**config.mk**
```make
export PLATFORM = sky130hd
export DESIGN_NAME = two_stack_queue
export DESIGN_NICKNAME = d
export VERILOG_FILES = /design/src/design/tsq_pkg.sv /design/src/design/tsq_cell.sv /design/src/design/tsq_chain.sv /design/src/design/two_stack_queue.sv
export VERILOG_INCLUDE_DIRS = /design/src /design/src/design
export SDC_FILE = /design/constraint.sdc
export NUM_CORES = 2
export LEC_CHECK = 0
export ABC_AREA = 1
export BUFFER_PORTS_ARGS = -buffer_cell sky130_fd_sc_hd__buf_4
export CORE_MARGIN = 2
export CORE_UTILIZATION = 30
export CTS_CLUSTER_DIAMETER = 200
export CTS_CLUSTER_SIZE = 40
export DETAILED_ROUTE_END_ITERATION = 7
export PLACE_DENSITY = 0.54
export RECOVER_POWER = 100
export SYNTH_ARGS = -nofsm -noshare
export SYNTH_HDL_FRONTEND = slang
export SYNTH_SLANG_ARGS = --single-unit
```
**constraint.sdc**
```tcl
create_clock -name clk -period 7.7 [get_ports clk]
set_input_delay 0 -clock clk [delete_from_list [all_inputs] [get_ports clk]]
set_output_delay 0 -clock clk [all_outputs]
set_load 0.05 [all_outputs]
```
**src/design/two_stack_queue_assert.svh**
```systemverilog
// assertion macros for the two stack queue
`ifndef TWO_STACK_QUEUE_ASSERT_SVH
`define TWO_STACK_QUEUE_ASSERT_SVH

`ifndef ASSERT_OFF
// implication checked on every rising edge outside reset
`define TSQ_ASSERT(lbl, prop, msg) \
	lbl: assert property (@(posedge clk) disable iff (!arst_n) prop) else $error(msg);
// condition that must never be seen on a rising edge
`define TSQ_NEVER(lbl, cond, msg) \
	lbl: assert property (@(posedge clk) disable iff (!arst_n) !(cond)) else $error(msg);
`else
`define TSQ_ASSERT(lbl, prop, msg)
`define TSQ_NEVER(lbl, cond, msg)
`endif

`endif

```
**src/design/tsq_pkg.sv**
```systemverilog
package tsq_pkg;

	localparam int WORD_W    = 32;
	localparam int IDX_W     = 5;
	localparam int COUNT_W   = 6;
	localparam int CFG_W     = 5;
	localparam int READ_SPAN = 2 ** IDX_W;

	localparam logic [CFG_W-1:0] DEPTH_RESET = 5'd16;

	typedef enum logic [1:0] {
		OP_PUSH   = 2'd0,
		OP_POP    = 2'd1,
		OP_READ   = 2'd2,
		OP_STATUS = 2'd3
	} op_t;

	// per-cycle control broadcast along the cell row
	typedef struct packed {
		logic push;
		logic pop;
	} cell_ctl_t;

endpackage

```
**src/design/tsq_cell.sv**
```systemverilog
module tsq_cell #(
	parameter int IDX   = 0,
	parameter int POS_W = 6
) (
	input  logic                        clk,
	input  tsq_pkg::cell_ctl_t          ctl,
	input  logic [POS_W-1:0]            wr_pos,
	input  logic [tsq_pkg::WORD_W-1:0]  push_word,
	input  logic [tsq_pkg::WORD_W-1:0]  nbr_word,
	output logic [tsq_pkg::WORD_W-1:0]  word
);

	logic [tsq_pkg::WORD_W-1:0] word_q;
	logic                       hit;

	// this cell is the first free slot
	assign hit = (wr_pos == POS_W'(IDX));

	// pop moves every word one cell towards the head, push fills the free slot
	always_ff @(posedge clk) begin
		if (ctl.pop) begin
			word_q <= nbr_word;
		end else if (ctl.push && hit) begin
			word_q <= push_word;
		end
	end

	assign word = word_q;

endmodule

```
**src/design/tsq_chain.sv**
```systemverilog
module tsq_chain #(
	parameter int NCELLS = 32,
	parameter int POS_W  = 6
) (
	input  logic                        clk,
	input  tsq_pkg::cell_ctl_t          ctl,
	input  logic [POS_W-1:0]            wr_pos,
	input  logic [tsq_pkg::WORD_W-1:0]  push_word,
	input  logic [tsq_pkg::IDX_W-1:0]   read_index,
	output logic [tsq_pkg::WORD_W-1:0]  head_word,
	output logic [tsq_pkg::WORD_W-1:0]  rd_word
);

	localparam int RD_N = (NCELLS < tsq_pkg::READ_SPAN) ? NCELLS : tsq_pkg::READ_SPAN;

	logic [tsq_pkg::WORD_W-1:0] cell_word [NCELLS];

	// row of cells, cell zero holds the oldest word
	for (genvar k = 0; k < NCELLS; k++) begin : g_cell
		logic [tsq_pkg::WORD_W-1:0] nbr;
		if (k == NCELLS - 1) begin : g_last
			assign nbr = '0;
		end else begin : g_mid
			assign nbr = cell_word[k+1];
		end
		tsq_cell #(
			.IDX   (k),
			.POS_W (POS_W)
		) u_cell (
			.clk       (clk),
			.ctl       (ctl),
			.wr_pos    (wr_pos),
			.push_word (push_word),
			.nbr_word  (nbr),
			.word      (cell_word[k])
		);
	end

	assign head_word = cell_word[0];

	// indexed read over the cells the index can reach
	always_comb begin
		rd_word = '0;
		for (int k = 0; k < RD_N; k++) begin
			if (read_index == tsq_pkg::IDX_W'(k)) begin
				rd_word = cell_word[k];
			end
		end
	end

endmodule

```
**src/design/two_stack_queue.sv**
```systemverilog
// FIFO of signed 32-bit words that behaves as an input stack and an output stack of
// stack_depth words each (clamped to 1..STACK_DEPTH). The words are kept in arrival
// order in a row of 2*STACK_DEPTH cells, with the split between the two stacks held
// only as two counts, so a move between the stacks costs nothing and a pop shifts the
// whole row one cell towards the head. An item is
// taken on each cycle in which the output register is free or being emptied, and its
// result appears in the output register on the next cycle. Push, pop, indexed read and
// status query each give one result with data, error, count and is_full. No clearing
// is needed after reset; cells never written read as undefined data. Write stack_depth
// only while no item is in flight.
`include "two_stack_queue_assert.svh"

module two_stack_queue #(
	parameter int STACK_DEPTH = 16
) (
	input  logic                                clk,
	input  logic                                arst_n,
	input  logic                                stack_depth_we,
	input  logic [tsq_pkg::CFG_W-1:0]           stack_depth,
	input  logic                                in_valid,
	output logic                                in_stall,
	input  logic [1:0]                          operation,
	input  logic signed [tsq_pkg::WORD_W-1:0]   push_value,
	input  logic [tsq_pkg::IDX_W-1:0]           read_index,
	output logic                                out_valid,
	input  logic                                out_stall,
	output logic signed [tsq_pkg::WORD_W-1:0]   data,
	output logic                                error,
	output logic [tsq_pkg::COUNT_W-1:0]         count,
	output logic                                is_full
);

	localparam int NCELLS = 2 * STACK_DEPTH;
	localparam int CNT_W  = $clog2(STACK_DEPTH + 1);
	localparam int POS_W  = $clog2(NCELLS + 1);

	logic [tsq_pkg::CFG_W-1:0]  depth_q;
	logic [CNT_W-1:0]           in_cnt_q;
	logic [CNT_W-1:0]           out_cnt_q;
	logic [CNT_W-1:0]           in_cnt_n;
	logic [CNT_W-1:0]           out_cnt_n;
	logic [CNT_W-1:0]           eff_depth;
	logic [POS_W-1:0]           total;
	logic [POS_W-1:0]           total_n;
	logic [POS_W+tsq_pkg::COUNT_W-1:0] total_ext;
	logic                       in_fire;
	logic                       in_full;
	logic                       push_block;
	logic                       res_err;
	logic [tsq_pkg::WORD_W-1:0] res_data;
	tsq_pkg::op_t               op;
	tsq_pkg::cell_ctl_t         ctl;
	logic [tsq_pkg::WORD_W-1:0] head_word;
	logic [tsq_pkg::WORD_W-1:0] rd_word;

	logic                       out_valid_q;
	logic signed [tsq_pkg::WORD_W-1:0] data_q;
	logic                       error_q;
	logic [tsq_pkg::COUNT_W-1:0] count_q;
	logic                       is_full_q;

	assign op       = tsq_pkg::op_t'(operation);
	assign in_stall = out_valid_q && out_stall;
	assign in_fire  = in_valid && !in_stall;

	// configured depth, clamped to 1..STACK_DEPTH
	always_comb begin
		if (depth_q == '0) begin
			eff_depth = CNT_W'(1);
		end else if (32'(depth_q) > STACK_DEPTH) begin
			eff_depth = CNT_W'(STACK_DEPTH);
		end else begin
			eff_depth = CNT_W'(depth_q);
		end
	end

	assign total      = POS_W'(in_cnt_q) + POS_W'(out_cnt_q);
	assign in_full    = (in_cnt_q >= eff_depth);
	assign push_block = in_full && (out_cnt_q != '0);

	// next counts, cell control and result for the offered item
	always_comb begin
		in_cnt_n  = in_cnt_q;
		out_cnt_n = out_cnt_q;
		ctl       = '0;
		res_err   = 1'b0;
		res_data  = '0;
		case (op)
			tsq_pkg::OP_PUSH: begin
				if (push_block) begin
					res_err = 1'b1;
				end else begin
					ctl.push = 1'b1;
					if (in_full) begin
						out_cnt_n = in_cnt_q;
						in_cnt_n  = CNT_W'(1);
					end else begin
						in_cnt_n = in_cnt_q + CNT_W'(1);
					end
				end
			end
			tsq_pkg::OP_POP: begin
				if (out_cnt_q != '0) begin
					ctl.pop   = 1'b1;
					out_cnt_n = out_cnt_q - CNT_W'(1);
					res_data  = head_word;
				end else if (in_cnt_q != '0) begin
					ctl.pop  = 1'b1;
					in_cnt_n = in_cnt_q - CNT_W'(1);
					res_data = head_word;
				end else begin
					res_err = 1'b1;
				end
			end
			tsq_pkg::OP_READ: begin
				if (32'(read_index) >= 32'(total)) begin
					res_err = 1'b1;
				end else begin
					res_data = rd_word;
				end
			end
			tsq_pkg::OP_STATUS: begin
			end
			default: begin
			end
		endcase
		ctl.push = ctl.push && in_fire;
		ctl.pop  = ctl.pop && in_fire;
	end

	assign total_n   = POS_W'(in_cnt_n) + POS_W'(out_cnt_n);
	assign total_ext = (POS_W + tsq_pkg::COUNT_W)'(total_n);

	tsq_chain #(
		.NCELLS (NCELLS),
		.POS_W  (POS_W)
	) u_chain (
		.clk        (clk),
		.ctl        (ctl),
		.wr_pos     (total),
		.push_word  (push_value),
		.read_index (read_index),
		.head_word  (head_word),
		.rd_word    (rd_word)
	);

	// configuration and stack counts
	always_ff @(posedge clk or negedge arst_n) begin
		if (!arst_n) begin
			depth_q   <= tsq_pkg::DEPTH_RESET;
			in_cnt_q  <= '0;
			out_cnt_q <= '0;
		end else begin
			if (stack_depth_we) begin
				depth_q <= stack_depth;
			end
			if (in_fire) begin
				in_cnt_q  <= in_cnt_n;
				out_cnt_q <= out_cnt_n;
			end
		end
	end

	// output register, loaded on each input transfer
	always_ff @(posedge clk or negedge arst_n) begin
		if (!arst_n) begin
			out_valid_q <= 1'b0;
		end else if (in_fire) begin
			out_valid_q <= 1'b1;
		end else if (!out_stall) begin
			out_valid_q <= 1'b0;
		end
	end

	always_ff @(posedge clk) begin
		if (in_fire) begin
			data_q    <= res_data;
			error_q   <= res_err;
			count_q   <= total_ext[tsq_pkg::COUNT_W-1:0];
			is_full_q <= (in_cnt_n >= eff_depth) && (out_cnt_n != '0);
		end
	end

	assign out_valid = out_valid_q;
	assign data      = data_q;
	assign error     = error_q;
	assign count     = count_q;
	assign is_full   = is_full_q;

	// checks on counts and results
	`TSQ_ASSERT(a_fire_gives_result, in_fire |=> out_valid_q, "accepted item gave no result")
	`TSQ_ASSERT(a_pop_empty_err,
		(in_fire && op == tsq_pkg::OP_POP && total == '0) |=> (error_q && data_q == '0),
		"pop of empty queue not flagged")
	`TSQ_ASSERT(a_pop_count,
		(in_fire && op == tsq_pkg::OP_POP && total != '0) |=> (total == $past(total) - 1'b1),
		"pop did not remove one word")
	`TSQ_ASSERT(a_push_count,
		(in_fire && op == tsq_pkg::OP_PUSH && !push_block) |=> (total == $past(total) + 1'b1),
		"push did not add one word")
	`TSQ_NEVER(a_stack_bound, (in_cnt_q > STACK_DEPTH) || (out_cnt_q > STACK_DEPTH),
		"stack count beyond stack size")

endmodule
```
# Yosys cells after proc, flatten, opt, wreduce, memory -nomap -nowiden
# Index checks and enable logic that the tools add are counted.
dict set report totals {
  ff_bits 1080
  in_bits 49
  output_inout_bits 42
  word_cells 312
}
dict set report op_classes {
  addsub 5
  order_cmp 4
  eq_ne 65
  muxes 121
  n_reduce_logical 77
}
# cell n
set ops {}
lappend ops {{$mux 32} 97}
lappend ops {{$eq 6x5->1 const B} 16}
lappend ops {{$eq 5x5->1 const B} 16}
lappend ops {{$pmux 32 s2} 1}
lappend ops {{$reduce_bool 2->1} 31}
lappend ops {{$eq 6x4->1 const B} 8}
lappend ops {{$mux 5} 9}
lappend ops {{$eq 5x4->1 const B} 8}
lappend ops {{$logic_and 1x1->1} 38}
lappend ops {{$eq 6x3->1 const B} 4}
lappend ops {{$eq 5x3->1 const B} 4}
lappend ops {{$pmux 5 s2} 2}
lappend ops {{$reduce_bool 5->1} 3}
lappend ops {{$add 5x5->6} 2}
lappend ops {{$eq 6x2->1 const B} 2}
lappend ops {{$mux 1} 11}
lappend ops {{$eq 5x2->1 const B} 2}
lappend ops {{$ge 5x5->1} 2}
lappend ops {{$logic_not 5->1} 2}
lappend ops {{$sub 5x1->5 const B} 2}
lappend ops {{$eq 6x1->1 const B} 1}
lappend ops {{$ge 5x6->1} 1}
lappend ops {{$logic_not 6->1} 1}
lappend ops {{$add 5x1->5 const B} 1}
lappend ops {{other kinds (8)} 8}

# Depth between registers and ports, before layout
dict set report logic_depth {
  depth_word 35
  depth_mapped 24
  ltp_nobuf 24
}

# Hierarchy
# Synthesis repeated with hierarchy kept, for this count alone.
dict set report unflattened {
  hier_cells 7058
  area_unflattened_um2 59802.4
}
# module instances cells_per_inst area_each_um2 seq_area_each_um2
set modules_own_cells {}
lappend modules_own_cells {{tsq_cell at u_chain.g_cell[10].u_cell ...} 10 146 1487.7 960.9}
lappend modules_own_cells {{tsq_cell at u_chain.g_cell[19].u_cell ...} 6 145 1483.9 960.9}
lappend modules_own_cells {tsq_chain 1 1945 8486.9 0.0}
lappend modules_own_cells {{tsq_cell at u_chain.g_cell[15].u_cell ...} 5 144 1480.2 960.9}
lappend modules_own_cells {{tsq_cell at u_chain.g_cell[1].u_cell ...} 4 149 1498.9 960.9}
lappend modules_own_cells {{tsq_cell at u_chain.g_cell[11].u_cell ...} 4 147 1491.4 960.9}
lappend modules_own_cells {two_stack_queue 1 446 3742.3 1602.8}
lappend modules_own_cells {{tsq_cell at u_chain.g_cell[0].u_cell} 1 148 1495.2 960.9}
lappend modules_own_cells {{tsq_cell at u_chain.g_cell[31].u_cell} 1 143 1476.4 960.9}
lappend modules_own_cells {{tsq_cell at u_chain.g_cell[16].u_cell} 1 142 1458.9 960.9}

# Worst setup path before layout
# OpenSTA, ideal clock, no wires.
dict set report synth_timing {
  kind {flip-flop to flip-flop}
  start {register depth_q[3] in the netlist's numbering}
  end {register u_chain.g_cell[0].u_cell.word_q, in the netlist u_chain.g_cell[0].u_cell.word[0], enable pin}
  setup_ns 0.466
  arrival_time_ns 4.407
  required_time_ns 7.234
  path_slack_ns 2.828
  path_stages_with_launch 16
  n_path_buf 0
  synth_period_minus_slack_ns 4.872
  cell_sequence {dfrtp_1 > inv_1 > nand4_1 > nand2_1 > nand2_1 > ha_1 > a21oi_1 > o21a_1 > nand3_1 > inv_1 > nor2_1 > inv_1 > nand3_1 > nor3_1 > nand2_1 > o21ai_0}
}
dict set report synth_via {
  elab_chain_cells 10
  word_cells_on_any_way 11
  classes_between {2 x order compare; 4 x mux; 5 x reduce/logical}
}
# item line
set synth_lines {}
lappend synth_lines {{from (decl)} two_stack_queue.sv:37} ;# logic [tsq_pkg::CFG_W-1:0] depth_q;
lappend synth_lines {{from (signal assigned)} two_stack_queue.sv:150} ;# depth_q <= tsq_pkg::DEPTH_RESET;
lappend synth_lines {{from (signal assigned)} two_stack_queue.sv:155} ;# depth_q <= stack_depth;
lappend synth_lines {{$gt 5x5->1} two_stack_queue.sv:70} ;# end else if (32'(depth_q) > STACK_DEPTH) begin
lappend synth_lines {{$mux 5} two_stack_queue.sv:70}
lappend synth_lines {{$mux 5 *} two_stack_queue.sv:68} ;# if (depth_q == '0) begin
lappend synth_lines {{$ge 5x5->1 *} two_stack_queue.sv:78} ;# assign in_full = (in_cnt_q >= eff_depth);
lappend synth_lines {{$logic_and 1x1->1 *} two_stack_queue.sv:79} ;# assign push_block = in_full && (out_cnt_q != '0);
lappend synth_lines {{$mux 1 *} two_stack_queue.sv:90} ;# if (push_block) begin
lappend synth_lines {{$mux 1 *} two_stack_queue.sv:88} ;# case (op)
lappend synth_lines {{$logic_and 1x1->1 *} two_stack_queue.sv:127} ;# ctl.push = ctl.push && in_fire;
lappend synth_lines {{$logic_and 1x1->1 *} tsq_cell.sv:23} ;# end else if (ctl.push && hit) begin
lappend synth_lines {{$reduce_bool 2->1 (no line) *} -}
lappend synth_lines {{to (signal assigned)} tsq_cell.sv:22} ;# word_q <= nbr_word;
lappend synth_lines {{to (signal assigned)} tsq_cell.sv:24} ;# word_q <= push_word;
lappend synth_lines {{to (decl)} tsq_cell.sv:13} ;# logic [tsq_pkg::WORD_W-1:0] word_q;
# Every way passes the cells marked *; elsewhere a longest branch is shown, timed or not.
# A chain may end at the register's enable or synchronous reset.

# Worst setup path after layout
dict set report layout_timing {
  start {input out_stall}
  end {register u_chain.g_cell[18].u_cell.word_q, in the netlist u_chain.g_cell[18].u_cell.word[6], enable pin}
}
dict set report layout_via {
  elab_chain_cells 6
  word_cells_on_any_way 7
  classes_between {7 x reduce/logical}
}
# item line
set layout_lines {}
lappend layout_lines {{from (decl)} two_stack_queue.sv:26} ;# input logic out_stall,
lappend layout_lines {{$logic_and 1x1->1 *} two_stack_queue.sv:63} ;# assign in_stall = out_valid_q && out_stall;
lappend layout_lines {{$logic_not 1->1 *} two_stack_queue.sv:64} ;# assign in_fire = in_valid && !in_stall;
lappend layout_lines {{$logic_and 1x1->1 *} two_stack_queue.sv:64}
lappend layout_lines {{$logic_and 1x1->1} two_stack_queue.sv:127}
lappend layout_lines {{$logic_and 1x1->1} tsq_cell.sv:23}
lappend layout_lines {{$reduce_bool 2->1 (no line) *} -}
lappend layout_lines {{to (signal assigned)} tsq_cell.sv:22}
lappend layout_lines {{to (signal assigned)} tsq_cell.sv:24}
lappend layout_lines {{to (decl)} tsq_cell.sv:13}
# Marked as above.

==> results <==
- The per-cell via count in the routed design is 5.27.
- When the netlist entered floorplanning its net count stood at 5,707.
- In this run the power density over the cells is 205 nW/um^2.
- The share of synthesized area in the top cell type comes to 0.603.
- STA classifies the critical path endpoint as a flip-flop.
- The power after layout is 11.4 mW.
- The post-route fraction of the period consumed by the critical path is 0.813.
- Walking the worst path, the cells encountered are dlygate4sd3_1, clkbuf_4, dlygate4sd3_1, nand2_1, inv_1, nor2_4, buf_4, inv_1, nor2_4, inv_8, o21ai_0, clkbuf_1.
- The largest single stage delay on the critical path is 2.41 ns.
- The region available for standard cell placement spans 170,000 um^2.
- Setup violations remaining at the end of the flow were counted as 0.
- The area added between synthesis and finish is 8.35%.
- The worst setup path is of the primary input to flip-flop kind.
- Yosys attributes the largest share of cell area to sky130_fd_sc_hd__edfxtp_1 60%, sky130_fd_sc_hd__nand2_1 16%, sky130_fd_sc_hd__o21ai_0 4.6%.
- For the final routed database, the setup TNS stands at 0 ns.
- TritonCTS built the clock tree.
- The worst hold path depth is 3.
- The final max-slew violation count is 914.
- The total routing resource utilization after global routing is 0.218.
- In the global route stage, met3 resource usage came out at 0.0408.
- Entering global routing, the biggest net connects 207 pins.
- Averaged over all synthesized cells, the footprint is 9.13 um^2.
- The checks that failed: max-capacitance violations, max-slew violations.
- The flow ran to the end, but the final reports show violations.
- Of the post-synthesis cell area, the part taken by muxes is 0.
- Counting flops and latches in the post-synthesis netlist gives 1,080.
- The via count of the first global-routing pass is 38,758.
- Of all nets on the critical path, the largest fanout is 57.
- The wire-length estimate of the detail-placed layout is 120,000 um.
- Routability-driven placement finished with a final weighted congestion of 0.898.
- Clock skew on the completed layout was measured at 0.0280 ns.
- The die boundary width is 418 um.
- The wire length reported by the detailed router is 196,000 um.
- The synthesized netlist occupies a cell area of 51,400 um^2.
- The critical path required time is 7.99 ns.
- The fraction of the mapped netlist area in compound gates is 0.0672.
- In this run the static leakage power is 20.7 nW.
- The most crowded layer after global routing is met2.
- The detail route stage leaves a number of antenna-violating nets equal to 0.
- The final layout contains 5,652 nets.
- In the final routed layout, each cell accounts on average for 25.0 um.
- The overflow left after global routing is 0.
- In this run the tightest slew margin relative to its limit is -1.34.
- The max capacitance violation total is 30.
- The measured slew at the worst slew-check pin is 3.51 ns.
- The H-tree depth reported by CTS is 1.
- The slowest stage of the critical path is the sky130_fd_sc_hd__clkbuf_1 cell.
- In the layout the commonest cells are 2,245 x sky130_fd_sc_hd__nand2_1, 1,032 x sky130_fd_sc_hd__edfxtp_1, 478 x sky130_fd_sc_hd__inv_1.
- Hold is met by 0.0752 ns.
- Across the VDD grid, the largest voltage drop is 165 uV.
- The total iterations of the first detailed-routing run is 6.
- The initial cell density of the core is 0.303.
- Setup repair after global routing left no endpoint under its margin.
- The layout has 17,512 filler cells.
- The die is 418 um tall.
- The met1 usage is 0.300.
- Input and output buffers added on the ports amount to 90.
- STA puts the critical path data arrival time at 6.55 ns.
- For this design the top-level I/O count stands at 91.
- In this run, the number of DRC markers left after iteration 0 of detailed routing was 5,407.
- Of the total synthesized cell area, the portion taken by XOR and XNOR cells is 0.00136.
- The element type at the critical path start is a primary input.
- The post-synthesis adder-cell area fraction is 0.00857.
- The number of sinks driven by the clock tree is 1,080.
- Of the total synthesized cell area, the portion taken by AND, OR, NAND and NOR gates is 0.235.
- For this run, global-route usage on met2 was measured as 0.346.
- The post-synthesis sequential area ratio is 0.624.
- The cell type with the highest aggregate area in the netlist is sky130_fd_sc_hd__edfxtp_1.
- In the final layout, the share of cells above drive strength 1 is 0.0413.
- The worst register-to-register path has a depth of 16.
- The critical path contains buffers and inverters numbering 8 combined.
- The initial antenna violation count is 10.
- After clock tree synthesis, the setup repair step added 0 buffers.
- The clock period minus final worst setup slack is 6.26 ns.
- The detailed-route DRC error count is 0.
- The master cell of the clock root buffer is sky130_fd_sc_hd__clkbuf_16.
- The first global-routing pass estimated 278,000 um of wire.
- The unique cell type count in the Yosys netlist is 44.
- In this run the worst hold path is classified as primary input to flip-flop.
- The main combinational cell family by area after synthesis is simple AND/OR/NAND/NOR gates.
- The number of buffers on the longest clock path is 3.
- The number of CTS-inserted buffers is 30.
- After routing the design area is 55,700 um^2.
- The number of hold violations in the final report was 0.
- The via count of the routed design is 41,211.
- In this design, the largest share of critical-path delay is due to buffers and inverters.
- Clock-pin slew was measured on the worst setup and hold paths at 0.16 ns.
- The cell area after placement is 54,700 um^2.
- The fmax is 160 MHz.
- The Yosys step of the flow raised 0 warnings.
- In this run the core area contains 151 standard-cell rows.
- For the worst-skew pair, the clock arrives at the later sink with an insertion delay of 0.74 ns.
- The final core utilization is 0.328.
- In the synthesized netlist, the number of instances is 5,624.
- The critical path runs through a total of 12 cells.
- Leaving out fill and tap cells, the most frequent cell in the layout is sky130_fd_sc_hd__nand2_1.
- The area of the die is 175,000 um^2.
tightest hold or removal path, stage by stage:
cell and delay (ns):
sky130_fd_sc_hd__dlygate4sd3_1 0.54, sky130_fd_sc_hd__buf_4 0.16, sky130_fd_sc_hd__o21ai_0 0.09
flip-flops by register name (all words and copies together), names as in the netlist:
signal                      count
error                           1
data                           32
is_full                         1
in_cnt_q                        5
depth_q                         5
out_cnt_q                       5
u_chain.g_cell.u_cell.word   1024
count                           6
out_valid                       1
logic make-up (layout without fill, tap and decap cells):
kind of cell,after synthesis,in the layout
other,0,2
XOR/XNOR,8,8
AND/OR/NAND/NOR,2996,2996
flip-flops,1080,1080
adder cells (fa/ha/maj),34,34
AO/OA/AOI/OAI,664,664
buffers and inverters,842,811
metrics by stage:
stage,worst slack [ns],std cells
floorplan,2.83,5624
global placement,2.92,7701
detailed placement,2.91,7701
CTS,2.85,7811
global route,1.26,7811
finish,1.44,7813
synth_stat cells (all sizes together):
cell type     n
nand2      2251
a32oi         1
nor3         13
a41oi         1
a211oi       33
dfstp         1
nand4       241
a21o          2
edfxtp     1032
buf          64
ha           32
o211ai        1
xor2          6
o21a          1
inv         494
xnor2         2
clkbuf      282
o311ai        1
clkinv        2
nor2        414
dfrtp        15
fa            2
o21ai       468
a22oi         4
o21bai        2
nand3        74
nor4          1
dfxtp        32
a21oi       143
or2           2
o22ai         3
a31oi         4
area by class of cell:
type	count	area (um^2)	area share
inverters	496	1870	0.0336
flip-flops and latches	1080	32000	0.576
clock buffers	56	870	0.0156
multi-input cells	3702	16200	0.291
diodes	2	5.00	0.0000899
well taps	2218	2780	0.0499
repair buffers	259	1900	0.0342
power breakdown:
| part | internal [mW] | switching [mW] |
|---|---|---|
| sequential | 6.79 | 0.142 |
| combinational | 0.445 | 1.43 |
| clock | 0.775 | 1.82 |
path summary, 6_finish.rpt:
kind,end,start,slack (ns)
worst max-delay path,u_chain.g_cell[18].u_cell.word[6],out_stall,1.44
worst min-delay path,depth_q[3],stack_depth_we,0.08
worst max register to register,u_chain.g_cell[29].u_cell.word[30],depth_q[2],1.44
worst min register to register,u_chain.g_cell[31].u_cell.word[17],u_chain.g_cell[31].u_cell.word[17],0.50
max in group asynchronous,out_cnt_q[1],arst_n,6.59
min in group asynchronous,depth_q[0],arst_n,0.50
repair_timing:
item,CTS,global route
hold endpoints to repair,661,0
hold buffers,54,0
gates resized for setup,0,0
per-layer routing:
| layer | vias up | share of wire |
|---|---|---|
| met1 | 20446 | 0.41 |
| met3 | 304 | 0.10 |
| met4 | 4 | 0.036 |
| met2 | 2094 | 0.45 |
| li1 | 18363 | - |
| met5 | - | 0.00013 |
(Power assumes the default switching activity.)
